`src/rtl/core/priority_ceiling_lock_tracker_assert.svh`:
```
// Assertion macros for the priority ceiling lock tracker.
`ifndef PRIORITY_CEILING_LOCK_TRACKER_ASSERT_SVH
`define PRIORITY_CEILING_LOCK_TRACKER_ASSERT_SVH

`ifndef SYNTH
// Check that a property holds at every rising edge outside reset.
`define PCLT_ASSERT(name, prop, msg) \
  name: assert property (@(posedge clk) disable iff (rst) (prop)) else $error(msg);
// Check that a condition never holds outside reset.
`define PCLT_NEVER(name, cond, msg) \
  name: assert property (@(posedge clk) disable iff (rst) !(cond)) else $error(msg);
`else
`define PCLT_ASSERT(name, prop, msg)
`define PCLT_NEVER(name, cond, msg)
`endif

`endif

```
`src/rtl/core/pclt_pkg.sv`:
```
// Shared types, codes and helpers for the priority ceiling lock tracker.
package pclt_pkg;

  localparam int NUM_TASKS_DEF      = 8;
  localparam int NUM_SEMAPHORES_DEF = 4;

  localparam int PRIO_W       = 8;
  localparam int MODE_W       = 2;
  localparam int TASK_FIELD_W = 3;
  localparam int SEM_FIELD_W  = 2;
  localparam int NUM_CEILINGS = 4;
  localparam int CFG_IDX_W    = 3;
  localparam int CFG_DATA_W   = 8;

  // Protocol modes.
  localparam logic [MODE_W-1:0] MODE_NONE           = 2'd0;
  localparam logic [MODE_W-1:0] MODE_NONPREEMPT     = 2'd1;
  localparam logic [MODE_W-1:0] MODE_HIGHEST_LOCKER = 2'd2;

  // Lock operations.
  localparam logic OP_ENTER = 1'b0;
  localparam logic OP_LEAVE = 1'b1;

  // Configuration register indexes.
  localparam logic [CFG_IDX_W-1:0] REG_PROTOCOL_MODE = 3'd0;
  localparam logic [CFG_IDX_W-1:0] REG_TOP_PRIORITY  = 3'd1;
  localparam logic [CFG_IDX_W-1:0] REG_CEILING_SEM0  = 3'd2;
  localparam logic [CFG_IDX_W-1:0] REG_CEILING_SEM1  = 3'd3;
  localparam logic [CFG_IDX_W-1:0] REG_CEILING_SEM2  = 3'd4;
  localparam logic [CFG_IDX_W-1:0] REG_CEILING_SEM3  = 3'd5;

  typedef struct packed {
    logic                    op;
    logic [SEM_FIELD_W-1:0]  semaphore_index;
    logic [TASK_FIELD_W-1:0] task_index;
  } pclt_in_t;

  typedef struct packed {
    logic              priority_change;
    logic [PRIO_W-1:0] new_priority;
    logic              nesting_fault;
  } pclt_out_t;

  // State update requested by the decision logic.
  typedef struct packed {
    logic              cnt_inc;
    logic              cnt_dec;
    logic              stk_push;
    logic [PRIO_W-1:0] push_level;
  } pclt_ctl_t;

  // Level below a task's first push: top priority plus task number, saturated.
  function automatic logic [PRIO_W-1:0] base_level(input logic [PRIO_W-1:0] top,
                                                   input logic [TASK_FIELD_W-1:0] tsk);
    logic [PRIO_W:0] sum;
    sum = {1'b0, top} + (PRIO_W + 1)'(tsk);
    return sum[PRIO_W] ? {PRIO_W{1'b1}} : sum[PRIO_W-1:0];
  endfunction

endpackage

```
`src/rtl/core/pclt_step.sv`:
```
// Decision logic for one lock transaction: result fields and state update.
module pclt_step import pclt_pkg::*; #(
  parameter int NUM_TASKS = NUM_TASKS_DEF,
  parameter int NUM_SEMAPHORES = NUM_SEMAPHORES_DEF,
  localparam int CNT_W = $clog2(NUM_SEMAPHORES + 1)
) (
  input  logic [MODE_W-1:0] mode,
  input  logic [PRIO_W-1:0] highest_prio,
  input  logic [PRIO_W-1:0] ceiling,
  input  pclt_in_t          item,
  input  logic [CNT_W-1:0]  nest_level,
  input  logic [PRIO_W-1:0] tos_level,
  input  logic [PRIO_W-1:0] below_level,
  output pclt_out_t         result,
  output pclt_ctl_t         ctl
);

  logic              active;
  logic [PRIO_W-1:0] base;
  logic [PRIO_W-1:0] cur;
  logic [PRIO_W-1:0] lower;

  assign active = (mode == MODE_NONPREEMPT || mode == MODE_HIGHEST_LOCKER) &&
                  item.task_index != '0 &&
                  int'(item.task_index) < NUM_TASKS &&
                  int'(item.semaphore_index) < NUM_SEMAPHORES;

  assign base  = base_level(highest_prio, item.task_index);
  assign cur   = (nest_level == '0) ? base : tos_level;
  assign lower = (nest_level == CNT_W'(1)) ? base : below_level;

  always_comb begin
    result = '0;
    ctl    = '0;
    if (active) begin
      if (item.op == OP_ENTER) begin
        if (int'(nest_level) >= NUM_SEMAPHORES) begin
          result.nesting_fault = 1'b1;
        end else if (mode == MODE_NONPREEMPT) begin
          ctl.cnt_inc = 1'b1;
          if (nest_level == '0) begin
            result.priority_change = 1'b1;
            result.new_priority    = highest_prio;
          end
        end else begin
          ctl.cnt_inc    = 1'b1;
          ctl.stk_push   = 1'b1;
          ctl.push_level = cur;
          if (ceiling < cur) begin
            result.priority_change = 1'b1;
            result.new_priority    = ceiling;
            ctl.push_level         = ceiling;
          end
        end
      end else begin
        if (nest_level == '0) begin
          result.nesting_fault = 1'b1;
        end else if (mode == MODE_NONPREEMPT) begin
          ctl.cnt_dec = 1'b1;
          if (nest_level == CNT_W'(1)) begin
            result.priority_change = 1'b1;
            result.new_priority    = base;
          end
        end else begin
          ctl.cnt_dec = 1'b1;
          if (lower > cur) begin
            result.priority_change = 1'b1;
            result.new_priority    = lower;
          end
        end
      end
    end
  end

endmodule

```
`src/rtl/core/pclt_store.sv`:
```
// Per-task nesting counts, top-of-stack levels and the priority stack.
module pclt_store import pclt_pkg::*; #(
  parameter int NUM_TASKS = NUM_TASKS_DEF,
  parameter int NUM_SEMAPHORES = NUM_SEMAPHORES_DEF,
  localparam int CNT_W = $clog2(NUM_SEMAPHORES + 1)
) (
  input  logic                    clk,
  input  logic                    rst,
  input  logic [TASK_FIELD_W-1:0] task_index,
  input  logic                    update,
  input  pclt_ctl_t               ctl,
  output logic [CNT_W-1:0]        nest_level,
  output logic [PRIO_W-1:0]       tos_level,
  output logic [PRIO_W-1:0]       below_level
);

  // Only tasks the task field can name need storage.
  localparam int EFF_TASKS = (NUM_TASKS < (1 << TASK_FIELD_W)) ? NUM_TASKS
                                                               : (1 << TASK_FIELD_W);
  localparam int TASK_W = $clog2(EFF_TASKS);
  localparam int DEPTH  = EFF_TASKS * NUM_SEMAPHORES;
  localparam int ADDR_W = $clog2(DEPTH);

  logic [CNT_W-1:0]  nest_count [EFF_TASKS];
  logic [PRIO_W-1:0] tos        [EFF_TASKS];
  logic [PRIO_W-1:0] stack      [DEPTH];

  logic [TASK_W-1:0] tsel;
  logic [ADDR_W-1:0] push_addr;
  logic [ADDR_W-1:0] below_addr;

  assign tsel        = task_index[TASK_W-1:0];
  assign nest_level  = nest_count[tsel];
  assign tos_level   = tos[tsel];
  assign push_addr   = ADDR_W'(int'(tsel) * NUM_SEMAPHORES + int'(nest_level));
  // Level just under the top of stack; only meaningful at depth two or more.
  assign below_addr  = ADDR_W'(int'(tsel) * NUM_SEMAPHORES + int'(nest_level) - 2);
  assign below_level = stack[below_addr];

  always_ff @(posedge clk) begin
    if (rst) begin
      for (int i = 0; i < EFF_TASKS; i++) begin
        nest_count[i] <= '0;
      end
    end else if (update && ctl.cnt_inc) begin
      nest_count[tsel] <= nest_level + CNT_W'(1);
    end else if (update && ctl.cnt_dec) begin
      nest_count[tsel] <= nest_level - CNT_W'(1);
    end
  end

  always_ff @(posedge clk) begin
    if (update && ctl.stk_push) begin
      tos[tsel]        <= ctl.push_level;
      stack[push_addr] <= ctl.push_level;
    end else if (update && ctl.cnt_dec) begin
      tos[tsel] <= below_level;
    end
  end

endmodule

```
`src/rtl/core/priority_ceiling_lock_tracker.sv`:
```
// Top level of the priority ceiling lock tracker.
//
// Tracks lock entry and exit transactions of up to NUM_TASKS tasks on
// NUM_SEMAPHORES semaphores and reports, for each one, whether the task's
// priority must be set now and to what value (lower value = higher priority).
// Mode 1 raises a task to the highest priority register value on its first
// entry and restores that value plus the task number on its last exit; mode 2
// (highest locker) keeps a stack of effective levels per task and raises to
// the semaphore ceiling on entry, restoring the uncovered level on exit.
// Task 0, out-of-range indexes and modes 0 and 3 give an all-zero result;
// nesting overflow or underflow sets nesting_fault and changes nothing. Every
// lock transaction yields exactly one result transaction. Throughput is one
// transaction per clock while prio_ready does not stall the output; the
// per-task count and stack registers are read and written back between the
// input register and the result register. No clearing pass follows reset.
// Configuration writes take effect at once and are expected only while idle.
module priority_ceiling_lock_tracker import pclt_pkg::*; #(
  parameter int NUM_TASKS = NUM_TASKS_DEF,
  parameter int NUM_SEMAPHORES = NUM_SEMAPHORES_DEF
) (
  input  logic                  clk,
  input  logic                  rst,
  // Lock transactions in.
  input  logic                  lock_valid,
  output logic                  lock_ready,
  input  pclt_in_t              lock_event,
  // Priority results out.
  output logic                  prio_valid,
  input  logic                  prio_ready,
  output pclt_out_t             prio_update,
  // Register writes.
  input  logic                  cfg_we,
  input  logic [CFG_IDX_W-1:0]  cfg_index,
  input  logic [CFG_DATA_W-1:0] cfg_wdata
);

  localparam int CNT_W = $clog2(NUM_SEMAPHORES + 1);

  // Configuration registers.
  logic [MODE_W-1:0] protocol_mode;
  logic [PRIO_W-1:0] highest_prio;
  logic [PRIO_W-1:0] ceiling [NUM_CEILINGS];

  // Input register.
  pclt_in_t held_item;
  logic     held_valid;

  logic              advance;
  logic [CNT_W-1:0]  nest_level;
  logic [PRIO_W-1:0] tos_level;
  logic [PRIO_W-1:0] below_level;
  pclt_out_t         result;
  pclt_ctl_t         ctl;

  // Move the held transaction into the result register when that register
  // is empty or being drained this cycle; the state update happens at the
  // same edge, so the next transaction always sees it.
  assign advance    = held_valid && (!prio_valid || prio_ready);
  assign lock_ready = !held_valid || advance;

  always_ff @(posedge clk) begin
    if (rst) begin
      protocol_mode <= MODE_NONE;
      highest_prio  <= '0;
      for (int i = 0; i < NUM_CEILINGS; i++) begin
        ceiling[i] <= '0;
      end
    end else if (cfg_we) begin
      case (cfg_index)
        REG_PROTOCOL_MODE: protocol_mode <= cfg_wdata[MODE_W-1:0];
        REG_TOP_PRIORITY:  highest_prio  <= cfg_wdata[PRIO_W-1:0];
        REG_CEILING_SEM0:  ceiling[0]    <= cfg_wdata[PRIO_W-1:0];
        REG_CEILING_SEM1:  ceiling[1]    <= cfg_wdata[PRIO_W-1:0];
        REG_CEILING_SEM2:  ceiling[2]    <= cfg_wdata[PRIO_W-1:0];
        REG_CEILING_SEM3:  ceiling[3]    <= cfg_wdata[PRIO_W-1:0];
        default: ;  // drop writes beyond the register list
      endcase
    end
  end

  // Handshake control: hold a transaction until it advances, hold a result
  // until it is taken.
  always_ff @(posedge clk) begin
    if (rst) begin
      held_valid <= 1'b0;
      prio_valid <= 1'b0;
    end else begin
      if (lock_ready) begin
        held_valid <= lock_valid;
      end
      if (advance) begin
        prio_valid <= 1'b1;
      end else if (prio_ready) begin
        prio_valid <= 1'b0;
      end
    end
  end

  always_ff @(posedge clk) begin
    if (lock_valid && lock_ready) begin
      held_item <= lock_event;
    end
    if (advance) begin
      prio_update <= result;
    end
  end

  pclt_store #(
    .NUM_TASKS      (NUM_TASKS),
    .NUM_SEMAPHORES (NUM_SEMAPHORES)
  ) u_store (
    .clk         (clk),
    .rst         (rst),
    .task_index  (held_item.task_index),
    .update      (advance),
    .ctl         (ctl),
    .nest_level  (nest_level),
    .tos_level   (tos_level),
    .below_level (below_level)
  );

  pclt_step #(
    .NUM_TASKS      (NUM_TASKS),
    .NUM_SEMAPHORES (NUM_SEMAPHORES)
  ) u_step (
    .mode         (protocol_mode),
    .highest_prio (highest_prio),
    .ceiling      (ceiling[held_item.semaphore_index]),
    .item         (held_item),
    .nest_level   (nest_level),
    .tos_level    (tos_level),
    .below_level  (below_level),
    .result       (result),
    .ctl          (ctl)
  );

`include "priority_ceiling_lock_tracker_assert.svh"

  // An entry that raises the count must start below the nesting limit.
  `PCLT_ASSERT(a_no_overflow, advance && ctl.cnt_inc |-> int'(nest_level) < NUM_SEMAPHORES, "nesting count overflow")
  // An exit that lowers the count must start above zero.
  `PCLT_ASSERT(a_no_underflow, advance && ctl.cnt_dec |-> nest_level != '0, "nesting count underflow")
  // An empty result register never stalls the input side.
  `PCLT_ASSERT(a_ready_when_empty, !prio_valid |-> lock_ready, "input stalled with empty output")
  // A fault never comes with a priority change or a state update.
  `PCLT_NEVER(a_fault_quiet, advance && result.nesting_fault && (result.priority_change || ctl.cnt_inc || ctl.cnt_dec), "fault with side effects")

endmodule
```
`config.mk`:
```
export PLATFORM = sky130hd
export DESIGN_NAME = priority_ceiling_lock_tracker
export DESIGN_NICKNAME = d
export VERILOG_FILES = /design/src/rtl/core/pclt_pkg.sv /design/src/rtl/core/pclt_step.sv /design/src/rtl/core/pclt_store.sv /design/src/rtl/core/priority_ceiling_lock_tracker.sv
export VERILOG_INCLUDE_DIRS = /design/src /design/src/rtl/core
export SDC_FILE = /design/constraint.sdc
export NUM_CORES = 1
export LEC_CHECK = 0
export BUFFER_PORTS_ARGS = -buffer_cell sky130_fd_sc_hd__buf_2
export CORE_MARGIN = 5
export CORE_UTILIZATION = 30
export DETAILED_ROUTE_END_ITERATION = 6
export PLACE_DENSITY = 0.5
export SYNTH_ARGS = -nofsm -noshare
export SYNTH_HDL_FRONTEND = slang
export SYNTH_SLANG_ARGS = --single-unit
```
`constraint.sdc`:
```
create_clock -name clk -period 6.3 [get_ports clk]
set_clock_uncertainty 0.2 [all_clocks]
set_input_delay 0.945 -clock clk [delete_from_list [all_inputs] [get_ports clk]]
set_output_delay 0.945 -clock clk [all_outputs]
set_load 0.01 [all_outputs]
```
Word level (Yosys, flattened, before mapping)
Memory sizes are Yosys's and may differ from the RTL's. A register that Yosys moved wholly into a read port is not among the register bits.
Index checks and enable logic that the tools add are counted.
Operators by class
  reduce and logical (&&, ||, !) cells: 18
  bitwise logic cells: 6
  order comparisons: 3
  multiplexer cells: 66
  $add $sub $neg: 5
  eq/ne operators: 8
Operator list (count)
  9-bit 2-to-1 mux: 11
  8-bit 2-to-1 mux: 9
  1-bit 2-to-1 mux: 38
  3-bit 2-to-1 mux: 5
  11-bit 2-to-1 mux: 1
  10-bit 2-to-1 mux: 1
  8-bit by 3-bit adder with 9-bit output: 1
  8-bit greater-than comparator: 1
  8-bit less-than comparator: 1
  3-bit by 1-bit == test with 1-bit output (second input constant): 2
  3-bit by 2-bit == test with 1-bit output (second input constant): 2
  3-bit == test (second input constant): 2
  1-bit logical AND: 6
  3-bit logical NOT: 2
  1-bit bitwise OR: 6
  5-bit by 3-bit adder with 5-bit output: 1
  5-bit by 3-bit subtractor with 5-bit output (second input constant): 1
  2-bit AND reduction: 2
  3-bit by 1-bit adder with 3-bit output (second input constant): 1
  3-bit greater-or-equal comparator (second input constant): 1
  1-bit logical OR: 3
  3-bit nonzero test: 1
  3-bit OR reduction: 1
  3-bit by 1-bit subtractor with 3-bit output (second input constant): 1
  other kinds (5): 6
Word-level totals
  input port bits: 22
  word-level logic and storage cells: 120
  register bits: 28
  memories kept: 4
  output and inout bits: 12
  RAM bits: 376
Memory list
  u_store.stack: words 32, bits a word 8, rd ports 1, clocked after Yosys merged registers in 0, wr ports 1, RTL line pclt_store.sv:26  | logic [PRIO_W-1:0] stack [DEPTH];
  u_store.tos: words 8, bits a word 8, rd ports 1, clocked after Yosys merged registers in 1, wr ports 1, RTL line pclt_store.sv:25  | logic [PRIO_W-1:0] tos [EFF_TASKS];
  ceiling: words 4, bits a word 8, rd ports 1, clocked after Yosys merged registers in 1, wr ports 4, RTL line priority_ceiling_lock_tracker.sv:42  | logic [PRIO_W-1:0] ceiling [NUM_CEILINGS];
  u_store.nest_count: words 8, bits a word 3, rd ports 1, clocked after Yosys merged registers in 1, wr ports 8, RTL line pclt_store.sv:24  | logic [CNT_W-1:0] nest_count [EFF_TASKS];

Depth between registers and ports, before layout
Gate-level depths: netlist (run 1).
  depth after elaboration: 17
  gate-level depth with buffers: 24
  mapped depth without buffers: 21

By module
From an unflattened synthesis (run 1), not the netlist that was laid out.
Unflattened totals
  cell total of the unflattened synthesis: 1283
  area total of the unflattened synthesis: 18074.8 µm²
Modules (own cells, without submodules)
  pclt_store: cells an instance 907, seq. area each 10329.9 µm², area an instance 14103.5 µm², times used 1
  priority_ceiling_lock_tracker: cells an instance 177, seq. area each 1721.7 µm², area an instance 2606.2 µm², times used 1
  pclt_step: cells an instance 199, seq. area each 0.0 µm², area an instance 1365.1 µm², times used 1

Least setup slack after synthesis (run 1)
OpenSTA, ideal clock, no wires.
  path kind: register -> register
  start point: reg with a tool-made name
  end point: mem u_store.tos[0][7], data pin
  period minus slack after synthesis: 6.036 ns
  slack: 0.264 ns
  data arrival time: 5.616 ns
  stages on the path, launching flop included: 22
  data required time: 5.880 ns
  cells stage by stage: dfxtp_1 > buf_6 > buf_12 > mux2i_1 > a22oi_2 > nand2_2 > buf_2 > buf_2 > buf_1 > ha_1 > ha_1 > clkbuf_1 > clkbuf_1 > o21ai_0 > ha_1 > and4_1 > a221oi_1 > o21a_1 > buf_4 > nand2_1 > a21oi_1 > o21bai_1
RTL lines (RTL line)
  to (decl): pclt_store.sv:25

==> results of run 1 <==
==> metrics by stage <==
step | power (uW) | worst slack, ns | util (%) | hold slack [ns] | cell area [sq um]
floorplan | 3710 | 0.264 | - | 0.248 | 18100
global placement | 4050 | 0.198 | 32.2 | 0.258 | 19300
detailed placement | 4050 | 0.0564 | 32.2 | 0.257 | 19300
CTS | 6650 | 0.0578 | 34.6 | 0.252 | 20800
global route | 6840 | 0.0860 | 34.7 | 0.267 | 20800
finish | 6600 | 0.371 | 34.7 | 0.248 | 20800
==> metal layers <==
layer	GRT usage [%]	routed length (microns)	share of wire, %
met1	21.0	22400	45
met2	23.7	23600	47
met3	3.08	3200	6.3
met4	4.18	1190	2.4
met5	0	0	0
==> logic make-up after synthesis <==
group	after synthesis	share of synthesized area (%)
xor+xnor	7	0.339
buf+inv	81	2.40
compound gates	207	7.70
flops	409	66.9
mux	144	10.8
simple gates	389	9.82
other cells	1	0.0207
fa+ha+maj	28	1.98
==> final timing paths <==
| path | start | to | slack [ns] |
|---|---|---|---|
| max | flip-flop | prio_update[1] | 0.37 |
| min | held_item[3] | flip-flop | 0.25 |
| max reg2reg | flip-flop | prio_update[1] | 0.37 |
| min reg2reg | held_item[3] | flip-flop | 0.25 |
==> cells in the mapped netlist (all sizes together), types with 5 or more instances <==
cell type / number
nand3: 36
mux4: 40
mux2: 10
and2: 36
inv: 14
nor2: 117
dfxtp: 17
buf: 32
nand2: 130
a211oi: 10
o21a: 7
o22ai: 17
mux2i: 94
o21bai: 8
a31o: 5
xnor2: 6
a21oi: 39
clkbuf: 33
nand2b: 15
o211ai: 8
nor3: 23
a32oi: 5
nor2b: 15
a31oi: 18
a221oi: 5
o21ai: 46
a21o: 5
ha: 27
o221ai: 7
edfxtp: 392
==> state kept, by name, summed over array words and instances (netlist names), named ones only <==
name and flops:
u_store.stack 256, u_store.tos 64, ceiling 32, u_store.nest_count 24
prio_update 10, highest_prio 8, held_item 6, protocol_mode 2
held_valid 1, prio_valid 1
==> final cells by class <==
class / count / area share, %
clock buffer: 53 / 5.56
clock inverter: 29 / 1.42
inverter: 16 / 0.325
multi-input combinational: 786 / 27.0
sequential: 409 / 58.2
tap: 782 / 4.70
timing repair buffer: 79 / 2.75
==> power by group <==
part	switching (uW)	internal [uW]
combinational	647	354
sequential	23.4	2990
clock	1110	1490
total	1780	4830
==> results.sh, run 1 <==
export IMPL_cp_start_kind="flip-flop"
export IMPL_wl_per_cell_microns=23.4
export IMPL_htree_levels=2
export IMPL_ys_types=76
export IMPL_drv_cap=0
export IMPL_ys_ff_latch=409
export IMPL_rsz0062_at_grt="false"
export IMPL_placementRows=90
export IMPL_synth_edff_count=392
export IMPL_hp_class="reg2reg"
export IMPL_vdd_drop_max_mv=0.192
export IMPL_n_antenna_cell=0
export IMPL_fill_cells=5795
export IMPL_grt_use_total_pct=14.9
export IMPL_die_area_sq_um=65300
export IMPL_clk_pin_slew_worst_paths_ns=0.06
export IMPL_die_y_microns=256
export IMPL_synth_top_area_share_pct=65.0
export IMPL_path_cells="mux4_2 -> mux2i_2 -> inv_2 -> ha_1 -> ha_1 -> buf_4 -> nand2_1 -> nor3_2 -> a21oi_1 -> o2111ai_1 -> nand2_1 -> o21ai_1 -> ha_1 -> a21oi_1 -> nor2b_1 -> o21ai_0 -> nand2_1 -> o21ai_2 -> nor2_1 -> a222oi_1 -> o22ai_1"
export IMPL_max_stage_delay_ns=0.56
export IMPL_port_buffer_count=33
export IMPL_synth_warnings=0
export IMPL_grt_pass1_wl_microns=74400
export IMPL_max_freq_mhz=169
export IMPL_crit_fanout=25
export IMPL_status="finished clean"
export IMPL_timing_final_crit_share_pct=94.1
export IMPL_place_congestion=0.934
export IMPL_slew_headroom_pct=29.8
export IMPL_crit_family="compound AO/OA/AOI/OAI gates"
export IMPL_antenna_found_initial=0
export IMPL_cts_setup_buffers=0
export IMPL_clock_latency_ns=0.60
export IMPL_netlist_instances=1266
export IMPL_cts_buffers=45
export IMPL_tns_ns=0
export IMPL_hpwl_microns=34200
export IMPL_synth_ff_type="edfxtp_1"
export IMPL_worstPathArrival_ns=6.05
export IMPL_setup_viol=0
export IMPL_cts_resized=0
export IMPL_cts_tree="built"
export IMPL_num_vias=11109
export IMPL_stdcell_count=2154
export IMPL_die_w_microns=256
export IMPL_mostFrequentLayoutCell="edfxtp_1"
export IMPL_routed_wl_microns=50400
export IMPL_worstPathRequired_ns=6.42
export IMPL_synthArstFlopShare_pct=0
export IMPL_placed_cells=2072
export IMPL_start_util_pct=30.2
export IMPL_hold_violations=0
export IMPL_io_pins=34
export IMPL_seqCellArea_sq_um=12100
export IMPL_core_area_sq_um=60000
export IMPL_cts_buffer_depth=3
export IMPL_period_needed_ns=5.93
export IMPL_layout_drive_gt1_share_pct=16.2
export IMPL_multi_input_area_sq_um=5620
export IMPL_gr_total_overflow=0
export IMPL_syn_area_sq_um=18100
export IMPL_slew_viol_final=0
export IMPL_cp_slowest_cell="mux4_2"
export IMPL_holdBufCountCts=0
export IMPL_cp_depth=21
export IMPL_path_class="reg2reg"
export IMPL_path_buf_inv=2
export IMPL_r2r_cells=21
export IMPL_synth_area_leaders="edfxtp_1 (65%), mux2i_1 (5.1%), mux4_2 (5.0%)"
export IMPL_area_growth_pct=15.0
export IMPL_synth_area_leader_cell="edfxtp_1"
export IMPL_power_leakage_uw=0.00730
export IMPL_drc=0
export IMPL_first_pass_iters=6
export IMPL_endpoint_kind="flip-flop"
export IMPL_yosysSeqAreaShare_pct=66.9
export IMPL_most_common_layout_cells="edfxtp_1 (392), nand2_1 (129), nor2_1 (110)"
export IMPL_avgSynthCellArea_sq_um=14.3
export IMPL_drtIter0Drc=1138
export IMPL_clock_root_buffer="clkbuf_16"
export IMPL_first_global_vias=11008
export IMPL_clock_sinks=409
export IMPL_design_final_nets=1387
export IMPL_worstMarginPinSlew_ns=1.04
export IMPL_grt_max_degree=43
export IMPL_holdPathStages=1
export IMPL_cellPowerDensity_nw_per_um2=317
export IMPL_ant_nets=0
export IMPL_avgViaCountPerCell=5.16
Note: power is estimated with default switching activity, not from simulation.
==> inputs of run 2 (changes only) <==
--- a/config.mk
+++ b/config.mk
@@ -6,11 +6,11 @@
 export SDC_FILE = /design/constraint.sdc
 export NUM_CORES = 1
 export LEC_CHECK = 0
-export BUFFER_PORTS_ARGS = -buffer_cell sky130_fd_sc_hd__buf_2
 export CORE_MARGIN = 5
 export CORE_UTILIZATION = 30
 export DETAILED_ROUTE_END_ITERATION = 6
-export PLACE_DENSITY = 0.5
+export DONT_BUFFER_PORTS = 1
+export PLACE_DENSITY = 0.49
 export SYNTH_ARGS = -nofsm -noshare
 export SYNTH_HDL_FRONTEND = slang
 export SYNTH_SLANG_ARGS = --single-unit
==> run 2 against run 1 <==
Net effect:
- non-clock buffer count down 34
- setup slack better by 0.054 ns
- clock-buffer cell count up 5
- register-to-register slack better by 0.05 ns
- critical endpoint is now prio_update[6]
- combinational power down 4%
- utilization down 0.48 points
- routed wire length down 1.8%
==> results.sh, run 2 (synthesis gave the netlist of run 1 again) <==
export IMPL_status="finished clean"
export IMPL_most_common_layout_cells="edfxtp_1 (392), nand2_1 (129), nor2_1 (110)"
export IMPL_start_util_pct=30.2
export IMPL_fin_area_sq_um=20500
export IMPL_clockPowerShare_pct=38.4
export IMPL_placementRows=90
export IMPL_clock_sinks=409
export IMPL_hp_class="in2reg"
export IMPL_hpwl_microns=33400
export IMPL_avgViaCountPerCell=5.13
export IMPL_max_freq_mhz=170
export IMPL_worstMarginPinSlew_ns=1.12
export IMPL_setup_slack_ns=0.425
export IMPL_cts_buffer_depth=3
export IMPL_num_vias=10865
export IMPL_area_growth_pct=13.4
export IMPL_core_area_sq_um=60000
export IMPL_drtIter0Drc=956
export IMPL_place_congestion=0.907
export IMPL_routed_wl_microns=49400
export IMPL_p_int_uw=4720
export IMPL_ant_nets=0
export IMPL_critPathMostFrequentCell="ha_1"
export IMPL_placed_area_sq_um=19100
export IMPL_period_needed_ns=5.88
export IMPL_path_cells="mux4_2 -> mux2i_2 -> inv_2 -> ha_1 -> ha_1 -> nor2_1 -> o21ai_0 -> buf_4 -> xnor2_1 -> o2111ai_1 -> nand2_1 -> o21ai_1 -> ha_1 -> a21oi_1 -> nor2b_1 -> o21ai_0 -> nand2_1 -> o21ai_2 -> nor2_1 -> a222oi_1 -> o22ai_1"
export IMPL_endpoint_kind="flip-flop"
export IMPL_path_buf_inv=2
export IMPL_largest_register_ff_count=256
export IMPL_clock_root_buffer="clkbuf_16"
export IMPL_rsz0062_at_grt="false"
export IMPL_worstPathRequired_ns=6.40
export IMPL_grt_max_degree=44
export IMPL_setup_viol=0
export IMPL_die_w_microns=256
export IMPL_wl_per_cell_microns=23.3
export IMPL_timing_final_crit_share_pct=93.3
export IMPL_clk_pin_slew_worst_paths_ns=0.06
export IMPL_top_register="u_store.stack"
export IMPL_cp_slowest_cell="mux4_2"
export IMPL_die_y_microns=256
export IMPL_grt_pass1_wl_microns=73100
export IMPL_reg_top3="u_store.stack: 256 flops, u_store.tos: 64 flops, ceiling: 32 flops"
export IMPL_mostFrequentLayoutCell="edfxtp_1"
export IMPL_antenna_found_initial=0
export IMPL_hold_violations=0
export IMPL_slew_viol_final=0
export IMPL_first_pass_iters=5
export IMPL_cellPowerDensity_nw_per_um2=314
export IMPL_pwr_share_seq_pct=46.8
export IMPL_cts_buffers=45
export IMPL_worstPathArrival_ns=5.98
export IMPL_drc=0
export IMPL_p_sw_uw=1720
export IMPL_htree_levels=2
export IMPL_die_area_sq_um=65300
export IMPL_power_leakage_uw=0.00713
export IMPL_clock_latency_ns=0.59
export IMPL_post_place_ws_ns=0.140
export IMPL_slew_headroom_pct=24.7
export IMPL_grt_use_total_pct=14.7
export IMPL_drv_cap=0
export IMPL_p_comb_share_pct=14.8
export IMPL_tns_ns=0
export IMPL_layout_drive_gt1_share_pct=13.9
export IMPL_n_antenna_cell=0
export IMPL_cp_start_kind="flip-flop"
export IMPL_vdd_drop_max_mv=0.200
export IMPL_crit_fanout=7
export IMPL_netSwitchingFraction_pct=26.7
export IMPL_gr_total_overflow=0
export IMPL_design_final_nets=1353
export IMPL_path_class="reg2reg"
export IMPL_crit_family="compound AO/OA/AOI/OAI gates"
export IMPL_hold_slack_ns=0.247
export IMPL_io_pins=34
export IMPL_max_stage_delay_ns=0.54
export IMPL_power_uw=6440
export IMPL_port_buffer_count=0
export IMPL_cts_tree="built"
export IMPL_first_global_vias=10901
## run 2: power by group through the flow
stage          clock network (uW)  logic [uW]  registers [uW]
2_1_floorplan                   0         661            3050
3_3_place_gp                    0         951            3070
3_5_place_dp                    0         946            3070
4_1_cts                      2530         949            3010
5_1_grt                      2640        1030            3010
6_report                     2470         956            3010
## run 2: timing repair
item	4_1_cts	5_1_grt
resized for setup	0	2
setup endpoints to repair	0	8
hold buffers	0	0
setup buffers	0	1
## run 2: routing by layer
layer	vias up	GRT usage [%]	part of all wire (%)
li1	4926	-	-
met1	5500	20.9	46
met2	358	22.9	45
met3	81	3.04	6.3
met4	0	4.42	2.8
met5	-	0	0
## run 2: cell type report
class	instances	area (sq um)
clock buffers	58	1240
flip-flops and latches	409	12100
fillers	5837	39500
clock inverters	22	134
well taps	782	978
inverters	16	67.6
repair buffers	45	375
multi-input cells	786	5620
## run 2: metrics by stage
step	cells	util [%]
floorplan	1276	-
global placement	2037	31.9
detailed placement	2037	31.9
CTS	2117	34.2
global route	2118	34.2
finish	2118	34.2
## run 2: worst paths after layout
check	startpoint	end	slack [ns]	cells past startpoint
setup / recovery	flip-flop	prio_update[6]	0.42	21
hold reg to reg	held_item[4]	flip-flop	0.25	1
setup reg to reg	flip-flop	prio_update[6]	0.42	21
hold / removal	rst	highest_prio[5]	0.25	1
## run 2: worst reg2reg max path, cell delays in order, from the launching register on
cell       delay (ns)
dfxtp_2          0.43
mux4_2           0.54
mux2i_2          0.22
inv_2            0.11
ha_1             0.20
ha_1             0.40
nor2_1           0.18
o21ai_0          0.28
buf_4            0.28
xnor2_1          0.41
o2111ai_1        0.34
nand2_1          0.15
o21ai_1          0.09
ha_1             0.34
a21oi_1          0.15
nor2b_1          0.06
o21ai_0          0.14
nand2_1          0.09
o21ai_2          0.30
nor2_1           0.18
a222oi_1         0.39
o22ai_1          0.13
==> inputs of run 3 (changes only) <==
--- a/config.mk
+++ b/config.mk
@@ -8,6 +8,7 @@
 export LEC_CHECK = 0
 export CORE_MARGIN = 5
 export CORE_UTILIZATION = 30
+export CTS_BUF_LIST = sky130_fd_sc_hd__clkbuf_2
 export DETAILED_ROUTE_END_ITERATION = 6
 export DONT_BUFFER_PORTS = 1
 export PLACE_DENSITY = 0.49
==> run 3 against run 2 <==
Net effect:
- register-to-register slack got worse by 0.02 ns
- sequential share of layout area rose by 0.076 points
- setup slack got worse by 0.015 ns
- non-clock buffer count rose by 36
- first-iteration DRC count fell by 7.6%
- cell count rose by 6.9%
- via count rose by 5.3%
- worst hold slack got worse by 0.069 ns
- sequential cell count did not move
- critical endpoint is now prio_update[1]
- clock power fell by 26%
==> results.sh, run 3 (synthesis gave the netlist of run 1 again) <==
export IMPL_drtIter0Drc=883
export IMPL_power_leakage_uw=0.00737
export IMPL_routed_wl_microns=50800
export IMPL_ant_nets=0
export IMPL_timing_final_crit_share_pct=93.5
export IMPL_cts_tree="built"
export IMPL_top_usage_layer="met2"
export IMPL_wl_per_cell_microns=22.5
export IMPL_antenna_found_initial=3
export IMPL_placementRows=90
export IMPL_first_pass_iters=6
export IMPL_port_buffer_count=0
export IMPL_hp_class="in2reg"
export IMPL_io_pins=34
export IMPL_hold_slack_ns=0.178
export IMPL_use_met3_pct=4.03
export IMPL_path_class="reg2reg"
export IMPL_core_area_sq_um=60000
export IMPL_min_delay_start="rst"
export IMPL_avgViaCountPerCell=5.05
export IMPL_grt_pass1_wl_microns=74900
export IMPL_worstPathRequired_ns=6.92
export IMPL_setup_viol=0
export IMPL_rsz0062_at_grt="false"
export IMPL_fill_cells=5946
export IMPL_num_vias=11436
export IMPL_slew_headroom_pct=21.3
export IMPL_hold_violations=0
export IMPL_min_to="ceiling[2][6]"
export IMPL_cts_buffer_depth=3
export IMPL_reg_top3="u_store.stack: 256 flops, u_store.tos: 64 flops, ceiling: 32 flops"
export IMPL_layout_drive_gt1_share_pct=20.0
export IMPL_use_met1_pct=21.1
export IMPL_largest_register_ff_count=256
export IMPL_grt_use_total_pct=15.2
export IMPL_hpwl_microns=33400
export IMPL_crit_fanout=7
export IMPL_area_growth_pct=13.2
export IMPL_start_util_pct=30.2
export IMPL_place_congestion=0.907
export IMPL_multi_input_area_sq_um=5620
export IMPL_endpoint_kind="flip-flop"
export IMPL_vdd_drop_max_mv=0.136
export IMPL_met2_usage_pct=23.4
export IMPL_seqCellArea_sq_um=12100
export IMPL_worstMarginPinSlew_ns=1.17
export IMPL_cp_start_kind="flip-flop"
export IMPL_die_area_sq_um=65300
export IMPL_grt_max_degree=44
export IMPL_first_global_vias=11547
export IMPL_gr_total_overflow=0
export IMPL_period_needed_ns=5.89
export IMPL_holdPathStages=2
export IMPL_drc=0
export IMPL_drv_cap=0
export IMPL_cts_buffers=108
export IMPL_clock_root_buffer="clkbuf_2"
export IMPL_die_y_microns=256
export IMPL_status="finished clean"
export IMPL_ff2ff_setup_slack_ns=0.41
export IMPL_clock_latency_ns=1.10
export IMPL_tns_ns=0
export IMPL_cellPowerDensity_nw_per_um2=284
export IMPL_design_final_nets=1452
export IMPL_mostFrequentLayoutCell="edfxtp_1"
export IMPL_htree_levels=3
export IMPL_reg2reg_to="prio_update[1]"
export IMPL_slew_viol_final=0
export IMPL_clk_pin_slew_worst_paths_ns=0.11
export IMPL_most_common_layout_cells="edfxtp_1 (392), clkbuf_2 (163), nand2_1 (129)"
export IMPL_top_register="u_store.stack"
export IMPL_die_w_microns=256
export IMPL_max_freq_mhz=170
export IMPL_r2r_cells=21
export IMPL_clock_sinks=409
export IMPL_worstPathArrival_ns=6.51
[run 3: repair_timing]
| action | in CTS | in global routing |
|---|---|---|
| hold buffers | 36 | 0 |
| buffers inserted | 0 | 1 |
| endpoints found under the setup margin | 0 | 8 |
| resized for setup | 0 | 3 |
| endpoints found under the hold margin | 98 | 0 |
[run 3: layer usage]
metal / share of wire (%) / wire length (microns)
met2: 46 / 23300
met3: 6.4 / 3260
met4: 2.3 / 1180
met1: 45 / 23100
met5: 0 / 0
[run 3: power breakdown]
part	total [uW]	switching [uW]	internal, uW
combinational	981	626	355
sequential	3010	25.0	2980
clock	1840	1080	760
total	5830	1730	4100
[run 3: cell type report]
cell class / instances / area share, %
multi-input combinational: 786 / 27.4
tap: 782 / 4.77
timing repair buffer: 81 / 3.64
antenna: 6 / 0.0733
clock buffer: 163 / 3.98
sequential: 409 / 59.1
clock inverter: 21 / 0.659
inverter: 16 / 0.330
[run 3: critical path, cell delays in order (launching register included)]
cell and delay [ns]:
dfxtp_2 0.45, mux4_2 0.54, mux2i_2 0.22, inv_2 0.10
ha_1 0.19, ha_1 0.40, nor2_1 0.17, o21ai_0 0.30
nor2_1 0.29, a31o_2 0.20, o21ai_0 0.11, a21oi_1 0.47
o21ai_1 0.18, ha_1 0.34, a21oi_1 0.15, nor2b_1 0.07
o21ai_0 0.14, nand2_1 0.09, o21ai_2 0.30, nor2_1 0.18
a222oi_1 0.37, o22ai_1 0.14
[run 3: stage by stage]
stage / total power [uW] / util [%] / area, sq um / setup slack [ns] / cells
3_5_place_dp: 4010 / 31.9 / 19100 / 0.140 / 2037
2_1_floorplan: 3710 / - / 18100 / 0.264 / 1276
5_1_grt: 6130 / 34.1 / 20500 / 0.00638 / 2263
4_1_cts: 5890 / 34.1 / 20500 / 0.0874 / 2257
6_report: 5830 / 34.1 / 20500 / 0.409 / 2264
3_3_place_gp: 4020 / 31.9 / 19100 / 0.322 / 2037
[run 3: how the worst max path moves through the flow]
stage	to	slack (ns)	from
finish	prio_update[1]	0.41	flip-flop
global route	prio_update[1]	0.006	flip-flop
CTS	prio_update[1]	0.09	flip-flop
detailed placement	prio_update[3]	0.14	flip-flop
global placement	prio_update[3]	0.32	flip-flop
floorplan	u_store.tos[0][7]	0.26	flip-flop
